--- src/rtl/hcbd_pkg.sv ---
// ----------------------------------------------------------------------------
// hcbd_pkg
// Shared types, constants and a hex-digit helper for the chunked body decoder.
// ----------------------------------------------------------------------------
package hcbd_pkg;

  localparam int COUNT_BITS_DEF = 32;
  localparam int TOTAL_BITS     = 32;
  localparam int NIBBLE_SHIFT   = 4;

  localparam logic [7:0] CH_LF = 8'h0A;
  localparam logic [7:0] CH_CR = 8'h0D;

  typedef enum logic [2:0] {
    PH_SIZE    = 3'd0,
    PH_EXT     = 3'd1,
    PH_DATA    = 3'd2,
    PH_DTRAIL  = 3'd3,
    PH_TRAILER = 3'd4,
    PH_DONE    = 3'd5
  } phase_t;

  typedef struct packed {
    logic [7:0] in_byte;
    logic       restart;
  } item_t;

  typedef struct packed {
    logic [7:0]            payload_byte;
    logic                  has_payload;
    logic                  body_done;
    logic [TOTAL_BITS-1:0] decoded_total;
  } result_t;

  // {is_hex, nibble}
  function automatic logic [4:0] hex_decode(input logic [7:0] c);
    logic [4:0] r;
    r = 5'd0;
    if (c >= 8'h30 && c <= 8'h39) begin
      r = {1'b1, 4'(c - 8'h30)};
    end else if (c >= 8'h61 && c <= 8'h66) begin
      r = {1'b1, 4'(c - 8'h57)};
    end else if (c >= 8'h41 && c <= 8'h46) begin
      r = {1'b1, 4'(c - 8'h37)};
    end
    return r;
  endfunction

endpackage

--- src/rtl/http_chunked_body_decoder.sv ---
// Each result is registered in the result queue and reaches the output from there.
// Throughput: one byte per cycle; stall rises only when the two-entry result
// queue is full, i.e. after the output side has stalled for two results.
// Reset (rst, synchronous, active high): parser returns to the size line
// with count and total at zero, and the result queue empties.
// ----------------------------------------------------------------------------
// http_chunked_body_decoder
// Strips chunked transfer framing from a body byte stream, one byte a cycle while not stalled.
// ----------------------------------------------------------------------------
module http_chunked_body_decoder #(
  parameter int COUNT_BITS = hcbd_pkg::COUNT_BITS_DEF
) (
  input  logic              clk,
  input  logic              rst,
  input  logic              item_valid,
  output logic              item_stall,
  input  hcbd_pkg::item_t   item,
  output logic              result_valid,
  input  logic              result_stall,
  output hcbd_pkg::result_t result
);

  hcbd_pkg::phase_t                phase;
  hcbd_pkg::phase_t                phase_next;
  logic [COUNT_BITS-1:0]           count;
  logic [COUNT_BITS-1:0]           count_next;
  logic [hcbd_pkg::TOTAL_BITS-1:0] total;
  logic [hcbd_pkg::TOTAL_BITS-1:0] total_next;
  logic                            res_valid;
  hcbd_pkg::result_t               res;
  logic                            accept;
  logic                            full;
  logic [1:0]                      fill;

  assign item_stall = full;
  assign accept     = item_valid && !full;

  hcbd_step #(
    .COUNT_BITS(COUNT_BITS)
  ) u_step (
    .item      (item),
    .phase     (phase),
    .count     (count),
    .total     (total),
    .phase_next(phase_next),
    .count_next(count_next),
    .total_next(total_next),
    .res_valid (res_valid),
    .res       (res)
  );

  hcbd_queue u_queue (
    .clk         (clk),
    .rst         (rst),
    .push        (accept && res_valid),
    .push_data   (res),
    .full        (full),
    .result_valid(result_valid),
    .result_stall(result_stall),
    .result      (result),
    .fill        (fill)
  );

  always_ff @(posedge clk) begin
    if (rst) begin
      phase <= hcbd_pkg::PH_SIZE;
      count <= '0;
      total <= '0;
    end else if (accept) begin
      phase <= phase_next;
      count <= count_next;
      total <= total_next;
    end
  end

`ifndef SYNTH
  a_done_silent: assert property (@(posedge clk) disable iff (rst)
    (accept && !item.restart && phase == hcbd_pkg::PH_DONE) |-> !res_valid)
    else $error("result produced after body completion");

  a_payload_xor_done: assert property (@(posedge clk) disable iff (rst)
    result_valid |-> !(result.has_payload && result.body_done))
    else $error("result flags both payload and completion");

  a_fill_range: assert property (@(posedge clk) disable iff (rst)
    fill != 2'd3)
    else $error("result queue overfilled");

  a_total_step: assert property (@(posedge clk) disable iff (rst)
    (accept && res_valid && res.has_payload) |=> total == $past(res.decoded_total))
    else $error("decoded total not tracking payload results");
`endif

endmodule

--- src/rtl/hcbd_step.sv ---
// ----------------------------------------------------------------------------
// hcbd_step
// Per-byte next-state and result logic of the chunked framing parser.
// ----------------------------------------------------------------------------
module hcbd_step #(
  parameter int COUNT_BITS = hcbd_pkg::COUNT_BITS_DEF
) (
  input  hcbd_pkg::item_t                  item,
  input  hcbd_pkg::phase_t                 phase,
  input  logic [COUNT_BITS-1:0]            count,
  input  logic [hcbd_pkg::TOTAL_BITS-1:0]  total,
  output hcbd_pkg::phase_t                 phase_next,
  output logic [COUNT_BITS-1:0]            count_next,
  output logic [hcbd_pkg::TOTAL_BITS-1:0]  total_next,
  output logic                             res_valid,
  output hcbd_pkg::result_t                res
);

  hcbd_pkg::phase_t               ph;
  logic [COUNT_BITS-1:0]          cnt;
  logic [COUNT_BITS-1:0]          cnt_dec;
  logic [hcbd_pkg::TOTAL_BITS-1:0] tot;
  logic [hcbd_pkg::TOTAL_BITS-1:0] tot_inc;
  logic [4:0]                     hex;
  logic                           is_lf;
  logic                           is_cr;

  always_comb begin
    ph         = item.restart ? hcbd_pkg::PH_SIZE : phase;
    cnt        = item.restart ? '0 : count;
    tot        = item.restart ? '0 : total;
    cnt_dec    = cnt - COUNT_BITS'(1);
    tot_inc    = tot + hcbd_pkg::TOTAL_BITS'(1);
    hex        = hcbd_pkg::hex_decode(item.in_byte);
    is_lf      = (item.in_byte == hcbd_pkg::CH_LF);
    is_cr      = (item.in_byte == hcbd_pkg::CH_CR);
    phase_next = ph;
    count_next = cnt;
    total_next = tot;
    res_valid  = 1'b0;
    res        = '0;
    unique case (ph)
      hcbd_pkg::PH_SIZE, hcbd_pkg::PH_EXT: begin
        if (is_lf) begin
          if (cnt == '0) begin
            phase_next = hcbd_pkg::PH_TRAILER;
            count_next = COUNT_BITS'(1);
          end else begin
            phase_next = hcbd_pkg::PH_DATA;
          end
        end else if (ph == hcbd_pkg::PH_SIZE) begin
          if (hex[4]) begin
            count_next = (cnt << hcbd_pkg::NIBBLE_SHIFT) | COUNT_BITS'(hex[3:0]);
          end else if (!is_cr) begin
            phase_next = hcbd_pkg::PH_EXT;
          end
        end
      end
      hcbd_pkg::PH_DATA: begin
        count_next        = cnt_dec;
        total_next        = tot_inc;
        if (cnt_dec == '0) begin
          phase_next = hcbd_pkg::PH_DTRAIL;
        end
        res_valid         = 1'b1;
        res.payload_byte  = item.in_byte;
        res.has_payload   = 1'b1;
        res.decoded_total = tot_inc;
      end
      hcbd_pkg::PH_DTRAIL: begin
        if (is_lf) begin
          phase_next = hcbd_pkg::PH_SIZE;
          count_next = '0;
        end
      end
      hcbd_pkg::PH_TRAILER: begin
        if (is_lf) begin
          if (cnt != '0) begin
            phase_next        = hcbd_pkg::PH_DONE;
            res_valid         = 1'b1;
            res.body_done     = 1'b1;
            res.decoded_total = tot;
          end else begin
            count_next = COUNT_BITS'(1);
          end
        end else if (!is_cr) begin
          count_next = '0;
        end
      end
      default: begin
      end
    endcase
  end

endmodule

--- src/rtl/hcbd_queue.sv ---
// ----------------------------------------------------------------------------
// hcbd_queue
// Two-entry result queue that decouples the parser from output stalls.
// ----------------------------------------------------------------------------
module hcbd_queue (
  input  logic              clk,
  input  logic              rst,
  input  logic              push,
  input  hcbd_pkg::result_t push_data,
  output logic              full,
  output logic              result_valid,
  input  logic              result_stall,
  output hcbd_pkg::result_t result,
  output logic [1:0]        fill
);

  hcbd_pkg::result_t slot0;
  hcbd_pkg::result_t slot1;
  logic              pop;

  assign full         = (fill == 2'd2);
  assign result_valid = (fill != 2'd0);
  assign result       = slot0;
  assign pop          = result_valid && !result_stall;

  always_ff @(posedge clk) begin
    if (rst) begin
      fill <= 2'd0;
    end else begin
      unique case ({push, pop})
        2'b10: begin
          if (fill == 2'd0) begin
            slot0 <= push_data;
          end else begin
            slot1 <= push_data;
          end
          fill <= fill + 2'd1;
        end
        2'b01: begin
          slot0 <= slot1;
          fill  <= fill - 2'd1;
        end
        2'b11: begin
          if (fill == 2'd1) begin
            slot0 <= push_data;
          end else begin
            slot0 <= slot1;
            slot1 <= push_data;
          end
        end
        default: begin
        end
      endcase
    end
  end

endmodule
--- config.mk ---
export PLATFORM = sky130hd
export DESIGN_NAME = http_chunked_body_decoder
export DESIGN_NICKNAME = d
export VERILOG_FILES = /design/src/rtl/hcbd_pkg.sv /design/src/rtl/http_chunked_body_decoder.sv /design/src/rtl/hcbd_step.sv /design/src/rtl/hcbd_queue.sv
export SDC_FILE = /design/constraint.sdc
export NUM_CORES = 1
export LEC_CHECK = 0
export BUFFER_PORTS_ARGS = -buffer_cell sky130_fd_sc_hd__buf_2
export CAP_MARGIN = 15
export CELL_PAD_IN_SITES_DETAIL_PLACEMENT = 1
export CELL_PAD_IN_SITES_GLOBAL_PLACEMENT = 2
export CORE_ASPECT_RATIO = 1.5
export CORE_MARGIN = 4
export CORE_UTILIZATION = 43
export CTS_BUF_LIST = sky130_fd_sc_hd__clkbuf_16
export DETAILED_ROUTE_END_ITERATION = 6
export PLACE_DENSITY_LB_ADDON = 0.1
export SYNTH_ARGS = -nofsm -noshare
export SYNTH_HDL_FRONTEND = slang
export SYNTH_HIERARCHICAL = 1
export SYNTH_SLANG_ARGS = --single-unit
--- constraint.sdc ---
create_clock -name clk -period 14.8 [get_ports clk]
set_clock_uncertainty 0.1 [all_clocks]
set_input_delay 2.22 -clock clk [delete_from_list [all_inputs] [get_ports clk]]
set_output_delay 2.22 -clock clk [all_outputs]
set_load 0.01 [all_outputs]
==> out/qor.csv, run 1 <==
stage;metric;value;unit
status;outcome;complete, no violations;
finish;syn_to_final_growth;9.304;%
synth;synthDistinctLibCells;72;
place;gp_congestion;0.8344;
pwr;pwr-share-clk;36.8;%
pwr;p_comb_share;20.6;%
cts;cts_tree;built;
finish;final_cell_mix;84 x edfxtp_1, 75 x nand2b_1, 72 x nor2_1, 69 x dfxtp_1, 67 x nand4bb_1;
finish;post_route_cells_drive_above_1_share;16.37;%
cts;clkLatencyLatePin;440;ps
worst_setup_path;critPathRequiredTime;14890;ps
route;wl_per_cell;22.05;µm
synth;synth_seq_area_share;40.54;%
worst_setup_path;path_max_fanout;30;
finish;ff_latch_area;3904;µm²
floorplan;start_util;44.00;%
worst_setup_path;arrival;5860;ps
floorplan;die_width;130.2;µm
worst_setup_path;cp-start-kind;input pin;
cts;path_clk_slew;70;ps
synth;yosys_warnings;6;
sta;relSlewSlack;26.17;%
synth;synth_mux_area_share;5.327;%
synth;synth_edf_count;84;
place;port_buffers;56;
synth;ys_ff_latch;153;
sta;min_period_over_period;39.02;%
floorplan;dieArea;24900;µm²
sta;max_slew.worst_pin.slew;1107;ps
cts;cts-root-buf;clkbuf_16;
min_path;worst_hold_path_type;flip-flop to flip-flop;
worst_setup_path;crit_path_end_kind;flip-flop;
synth;synth_xor_area_share;4.548;%
cts;cts_htree_levels;4;
synth;yosys.area_share.adder;1.299;%
sta;fmax;173.2;MHz
synth;synth-simple-area-share;27.59;%
finish;finalNetCount;1036;
route;drt_first_pass_iters;5;
floorplan;rows;66;
run;cap_violations;0;
floorplan;io-pin-count;57;
sta;timing.final.crit_period;5775;ps
global_routing;grt_use_total;23.30;%
finish;fillerInstances;2491;
finish;layout_commonest_cell;edfxtp_1;
sta;tns;0;ps
sta;maxSlewViolCount;0;
pwr;internal_power;0.7704;mW
cts;cts_hold_buf;0;
global_routing;grt_pass1_vias;8215;
cts;clock_path_buffers;2;
pwr;p_seq_share;42.6;%
cts;cts_resized;0;
route;num_vias;7958;
global_routing;grt_pass1_wl;45550;µm
cts;numCtsBuffers;17;
synth;synth_compound_area_share;15.83;%
global_routing;grt_max_degree;138;
sta;hold_viol;0;
sta;finalSetupViolCount;0;
global_routing;antenna_found_initial;0;
finish;multi_input_area;5286;µm²
synth;ys.flop_type;edfxtp_1;
place;hpwl;18330;µm
worst_setup_path;path_class;input pin to flip-flop;
pwr;p_per_area;105.4;nW/µm²
route;routed_wl;28620;µm
pwr;swShare;30.54;%
finish;layout.cells.non_filler;1298;
pwr;peakVddDrop;0.00007005;V
route;drc;0;
synth;postSynthCellCount;1008;
finish;diodes;0;
sta;rsz0062_at_grt;no;
cts;cts_setup_buffers;0;
cts;clock-sinks;153;
pwr;power_leakage;3.638;nW
place;place_inst;1266;
route;drt_iter0_drc;438;
global_routing;gr-total-overflow;0;
synth;synthesis.nets;1031;
synth;synth_top_family_by_area;simple AND/OR/NAND/NOR gates;
synth;synthesis.area;9629;µm²
route;ant_nets;0;
pwr;p_sw;0.3387;mW
floorplan;die_y;191.3;µm
route;routed_via_density;6.131;
synth;synthArstFlopShare;0;%
synth;syn_avg_cell_area;9.553;µm²
floorplan;fp.coreArea;21880;µm²
## registers in the layout, indices dropped and copies added, names as in the netlist
| name | count |
|---|---|
| count | 32 |
| phase | 3 |
| total | 32 |
| u_queue/fill | 2 |
| u_queue/result | 42 |
| u_queue/slot1 | 42 |
## power groups by stage
stage,sequential (mW),clock (mW),combinational [mW]
finish,0.473,0.408,0.229
global route,0.474,0.437,0.248
CTS,0.473,0.419,0.234
detailed placement,0.482,0,0.233
global placement,0.482,0,0.232
floorplan,0.488,0,0.170
## metal layers
layer  part of all wire (%)  up-vias  routed length [µm]  GRT usage (%)
met5                      0        -                   0              0
met4                    2.0        0                 566          7.280
met3                    2.4       29                 692          3.411
met2                     54      122               15530          43.64
met1                     41     4031               11840          26.73
li1                       -     3776                   -              -
## worst max-delay path: stages
cell and delay, ps:
buf_2 300, clkinv_1 150, nand2_1 100, inv_1 100, ha_1 230, nand3_1 180
nor4_2 840, nand4b_1 700, o21ai_0 380, nor2b_1 210, a31oi_1 130, mux2_2 290
## logic make-up (layout without fill, tap and decap cells)
kind of cell / after synthesis / in the layout
AOI/OAI and AO/OA: 235 / 235
adders and majority gates: 10 / 10
muxes: 46 / 46
DFF: 153 / 153
xor gates and xnor gates: 50 / 50
and+or+nand+nor: 413 / 413
buffers and inverters: 101 / 119
## cell usage after synthesis (5+ instances only)
cell / number / area, µm²
clkbuf_2: 9 / 45.04
mux2_2: 42 / 473.0
and3_1: 8 / 50.05
o21ai_0: 50 / 250.2
buf_6: 6 / 67.56
buf_4: 5 / 37.54
or4_1: 7 / 52.55
ha_1: 10 / 125.1
a31oi_1: 12 / 75.07
buf_1: 5 / 18.77
a211o_1: 5 / 43.79
nand4_1: 14 / 87.58
dfxtp_1: 69 / 1381
nand4bb_1: 67 / 754.5
nor4_2: 6 / 75.07
nor3_1: 19 / 95.09
nand2_1: 56 / 210.2
nand3_1: 16 / 80.08
edfxtp_1: 84 / 2522
o31ai_1: 8 / 60.06
o22ai_1: 9 / 56.30
xor2_1: 20 / 175.2
or3_1: 11 / 68.82
o211ai_1: 7 / 52.55
nor2b_1: 19 / 118.9
o21a_1: 6 / 45.04
xnor2_1: 30 / 262.8
clkbuf_1: 47 / 176.4
nor2_1: 74 / 277.8
nand2b_1: 75 / 469.2
buf_2: 12 / 60.06
a221o_1: 20 / 200.2
nor4_1: 18 / 112.6
o21ai_1: 59 / 295.3
inv_1: 16 / 60.06
o311ai_0: 5 / 43.79
a21oi_1: 25 / 125.1
## layout make-up
| cell class | instances | share of cell area, % |
|---|---|---|
| Multi-Input combinational cell | 754 | 50.23 |
| Sequential cell | 153 | 37.09 |
| Clock buffer | 17 | 4.042 |
| Timing Repair Buffer | 70 | 3.661 |
| Tap cell | 272 | 3.233 |
| Clock inverter | 15 | 1.141 |
| Inverter | 17 | 0.6063 |
## path summary, 6_finish.rpt
| check | slack [ps] | endpoint | startpoint | cells after the start |
|---|---|---|---|---|
| worst min-delay path | 390 | total[7]$_SDFFE_PP0P_ | total[7]$_SDFFE_PP0P_ | 2 |
| worst max register to register | 10360 | u_queue/result[9]$_DFFE_PP_ | count[10]$_SDFFE_PP0P_ | 10 |
| worst max-delay path | 9020 | u_queue/result[24]$_DFFE_PP_ | item[0] | 12 |
| worst min register to register | 390 | total[7]$_SDFFE_PP0P_ | total[7]$_SDFFE_PP0P_ | 2 |
## stage by stage
| stage | util, % | hold WS [ps] | power [mW] | setup slack [ps] | cell area, µm² |
|---|---|---|---|---|---|
| final | 48.10 | 389.5 | 1.109 | 9025 | 10530 |
| after global routing | 48.10 | 405.5 | 1.159 | 8685 | 10530 |
| after floorplan | - | 340.6 | 0.6575 | 5363 | 9629 |
| after CTS | 48.10 | 390.6 | 1.126 | 9039 | 10530 |
| after global placement | 45.60 | 359.0 | 0.7135 | 8656 | 9980 |
| after detailed placement | 45.60 | 379.5 | 0.7152 | 8565 | 9980 |
Note: power is estimated with default switching activity, not from simulation.
==> run 2, diff against run 1 <==
--- a/config.mk
+++ b/config.mk
@@ -11,7 +11,7 @@
 export CELL_PAD_IN_SITES_GLOBAL_PLACEMENT = 2
 export CORE_ASPECT_RATIO = 1.5
 export CORE_MARGIN = 4
-export CORE_UTILIZATION = 43
+export CORE_UTILIZATION = 40
 export CTS_BUF_LIST = sky130_fd_sc_hd__clkbuf_16
 export DETAILED_ROUTE_END_ITERATION = 6
 export PLACE_DENSITY_LB_ADDON = 0.1
==> constraint.sdc (replaced) <==
create_clock -name clk -period 5.7 [get_ports clk]
set_clock_uncertainty 0.1 [all_clocks]
set_input_delay 0.855 -clock clk [delete_from_list [all_inputs] [get_ports clk]]
set_output_delay 0.855 -clock clk [all_outputs]
set_load 0.01 [all_outputs]
==> run 2 against run 1 <==
Effect of this change: design area is 2.0% higher; flip-flop and latch count stayed put; combinational power grew to 2.6 times the previous value; utilization is 2.9 points lower; die area is 7.1% higher; non-clock buffer count is 8 higher.
==> out/qor.csv, run 2 (synthesis gave the netlist of run 1 again) <==
stage;metric;value;unit;change
cts;path_clk_slew;60;ps;was 70 ps
worst_setup_path;slowest_stage;nor4_2;;unchanged
route;ant_nets;0;;unchanged
floorplan;io-pin-count;57;;unchanged
finish;ff_latch_area;3904;µm²;unchanged
cts;clkLatencyLatePin;430;ps;was 440 ps
finish;layout_commonest_cell;edfxtp_1;;unchanged
sta;tns;0;ps;unchanged
pwr;p_seq_share;40.3;%;was 42.6%
sta;fmax;234.2;MHz;
pwr;internal_power;2.174;mW;was 0.7704 mW
pwr;pwr-share-clk;39.9;%;was 36.8%
route;drt_first_pass_iters;4;;was 5
cts;cts_htree_levels;4;;unchanged
worst_setup_path;crit_chain;nor4_2 -> nand4_1 -> nor4_4 -> or4_1 -> buf_4 -> nand2_1 -> and2_1 -> a211oi_4 -> buf_4 -> mux2_2;;was buf_2 -> clkinv_1 -> nand2_1 -> inv_1 -> ha_1 -> nand3_1 -> nor4_2 -> nand4b_1 -> o21ai_0 -> nor2b_1 -> a31oi_1 -> mux2_2
finish;fillerInstances;2701;;was 2491
route;num_vias;7997;;was 7958
cts;cts_hold_buf;0;;unchanged
worst_setup_path;arrival;4350;ps;was 5860 ps
run;cap_violations;0;;unchanged
pwr;p_per_area;283.7;nW/µm²;was 105.4 nW/µm²
place;hpwl;18890;µm;was 18330 µm
finish;multi_input_area;5293;µm²;was 5286 µm²
floorplan;dieArea;26670;µm²;was 24900 µm²
cts;clock_path_buffers;2;;unchanged
sta;maxSlewViolCount;0;;unchanged
route;drc;0;;unchanged
worst_setup_path;crit_top_cell;buf_4;;
route;wl_per_cell;21.34;µm;was 22.05 µm
worst_setup_path;reg2reg_slack;1430;ps;was 10360 ps
worst_setup_path;path_max_fanout;42;;was 30
global_routing;gr-total-overflow;0;;unchanged
route;routed_via_density;5.911;;was 6.131
route;routed_wl;28880;µm;was 28620 µm
worst_setup_path;path_class;flip-flop to flip-flop;;was input pin to flip-flop
global_routing;antenna_found_initial;0;;unchanged
finish;syn_to_final_growth;11.45;%;was 9.304%
sta;fin_hold_ws;386.0;ps;was 389.5 ps
cts;cts_setup_buffers;0;;unchanged
sta;timing.final.crit_period;4270;ps;
worst_setup_path;cp-start-kind;flip-flop;;was input pin
sta;hold_viol;0;;unchanged
min_path;worst_hold_path_type;flip-flop to flip-flop;;unchanged
worst_setup_path;cpPeakStageDelay;580;ps;was 840 ps
pwr;power_leakage;3.730;nW;was 3.638 nW
cts;cts-root-buf;clkbuf_16;;unchanged
sta;max_slew.worst_pin.slew;964.5;ps;was 1107 ps
finish;post_route_cells_drive_above_1_share;16.73;%;was 16.37%
sta;finalSetupViolCount;0;;unchanged
sta;min_period_over_period;74.91;%;
pwr;swShare;28.60;%;was 30.54%
cts;cts_tree;built;;unchanged
floorplan;die_y;198.0;µm;was 191.3 µm
worst_setup_path;critPathRequiredTime;5780;ps;was 14890 ps
sta;rsz0062_at_grt;no;;unchanged
worst_setup_path;crit_path_end_kind;flip-flop;;unchanged
place;gp_congestion;0.8115;;was 0.8344
cts;cts_resized;0;;unchanged
floorplan;fp.coreArea;23740;µm²;was 21880 µm²
pwr;peakVddDrop;0.0001848;V;was 0.00007005 V
pwr;p_comb_share;19.8;%;was 20.6%
route;drt_iter0_drc;501;;was 438
cts;numCtsBuffers;17;;unchanged
floorplan;start_util;40.56;%;was 44.00%
finish;final_cell_mix;84 x edfxtp_1, 75 x nand2b_1, 73 x nor2_1, 69 x dfxtp_1, 67 x nand4bb_1;;was 84 x edfxtp_1, 75 x nand2b_1, 72 x nor2_1, 69 x dfxtp_1, 67 x nand4bb_1
finish;finalNetCount;1044;;was 1036
global_routing;grt_pass1_vias;8546;;was 8215
cts;clock-sinks;153;;unchanged
global_routing;grt_pass1_wl;46730;µm;was 45550 µm
status;outcome;complete, no violations;;unchanged
sta;relSlewSlack;35.22;%;was 26.17%
floorplan;die_width;134.7;µm;was 130.2 µm
finish;final_util;45.20;%;was 48.10%
place;port_buffers;56;;unchanged
global_routing;grt_max_degree;122;;was 138
global_routing;grt_use_total;22.10;%;was 23.30%
finish;diodes;0;;unchanged
pwr;p_sw;0.8706;mW;was 0.3387 mW
floorplan;rows;69;;was 66
[run 2: changes by cell type in the layout (fill, tap and decap cells not counted), moves of 2 or more]
cell / change
bufinv_16: +4
inv_6: -2
buf_4: +8
clkinvlp_4: -3
inv_1: +2
[run 2: power by group through the flow]
stage          registers (mW)  clock network [mW]  logic (mW)
2_1_floorplan            1.27                   0       0.445
3_3_place_gp             1.25                   0       0.608
3_5_place_dp             1.25                   0       0.617
4_1_cts                  1.23                1.25       0.615
5_1_grt                  1.23                1.30       0.650
6_report                 1.23                1.21       0.603
[run 2: metrics by stage]
step                cell area, µm²  total power, mW  instances  setup slack [ps]
floorplan                     9644            1.711       1008             302.0
global placement             10100            1.859       1321              1411
detailed placement           10100            1.869       1321              1338
CTS                          10730            3.093       1353              1418
global route                 10730            3.180       1353              1197
finish                       10730            3.044       1353              1430
[run 2: layout make-up]
cell class	count	share of cell area, %
Clock buffer	17	3.964
Clock inverter	15	1.877
Inverter	17	0.5946
Multi-Input combinational cell	754	49.32
Sequential cell	153	36.38
Tap cell	319	3.719
Timing Repair Buffer	78	4.151
[run 2: worst paths after layout]
kind	start	endpoint	depth (start not counted)
worst max-delay path	count[6]$_SDFFE_PP0P_	u_queue/result[40]$_DFFE_PP_	10
worst max register to register	count[6]$_SDFFE_PP0P_	u_queue/result[40]$_DFFE_PP_	10
worst min register to register	total[1]$_SDFFE_PP0P_	total[1]$_SDFFE_PP0P_	2
worst min-delay path	total[1]$_SDFFE_PP0P_	total[1]$_SDFFE_PP0P_	2
[run 2: worst max-delay path: cells and delay by family (launching register included)]
| kind | cells | cell delay [ps] |
|---|---|---|
| DFF | 1 | 380 |
| buffers and inverters | 2 | 760 |
| AOI/OAI and AO/OA | 1 | 220 |
| muxes | 1 | 410 |
| and+or+nand+nor | 6 | 2070 |
[run 2: metal layers]
metal / part of all wire (%) / global-route usage [%] / vias up
met5: 0 / 0 / -
met4: 3.0 / 8.868 / 0
met3: 2.7 / 3.127 / 52
met2: 53 / 41.47 / 128
met1: 41 / 24.86 / 4025
li1: - / - / 3792
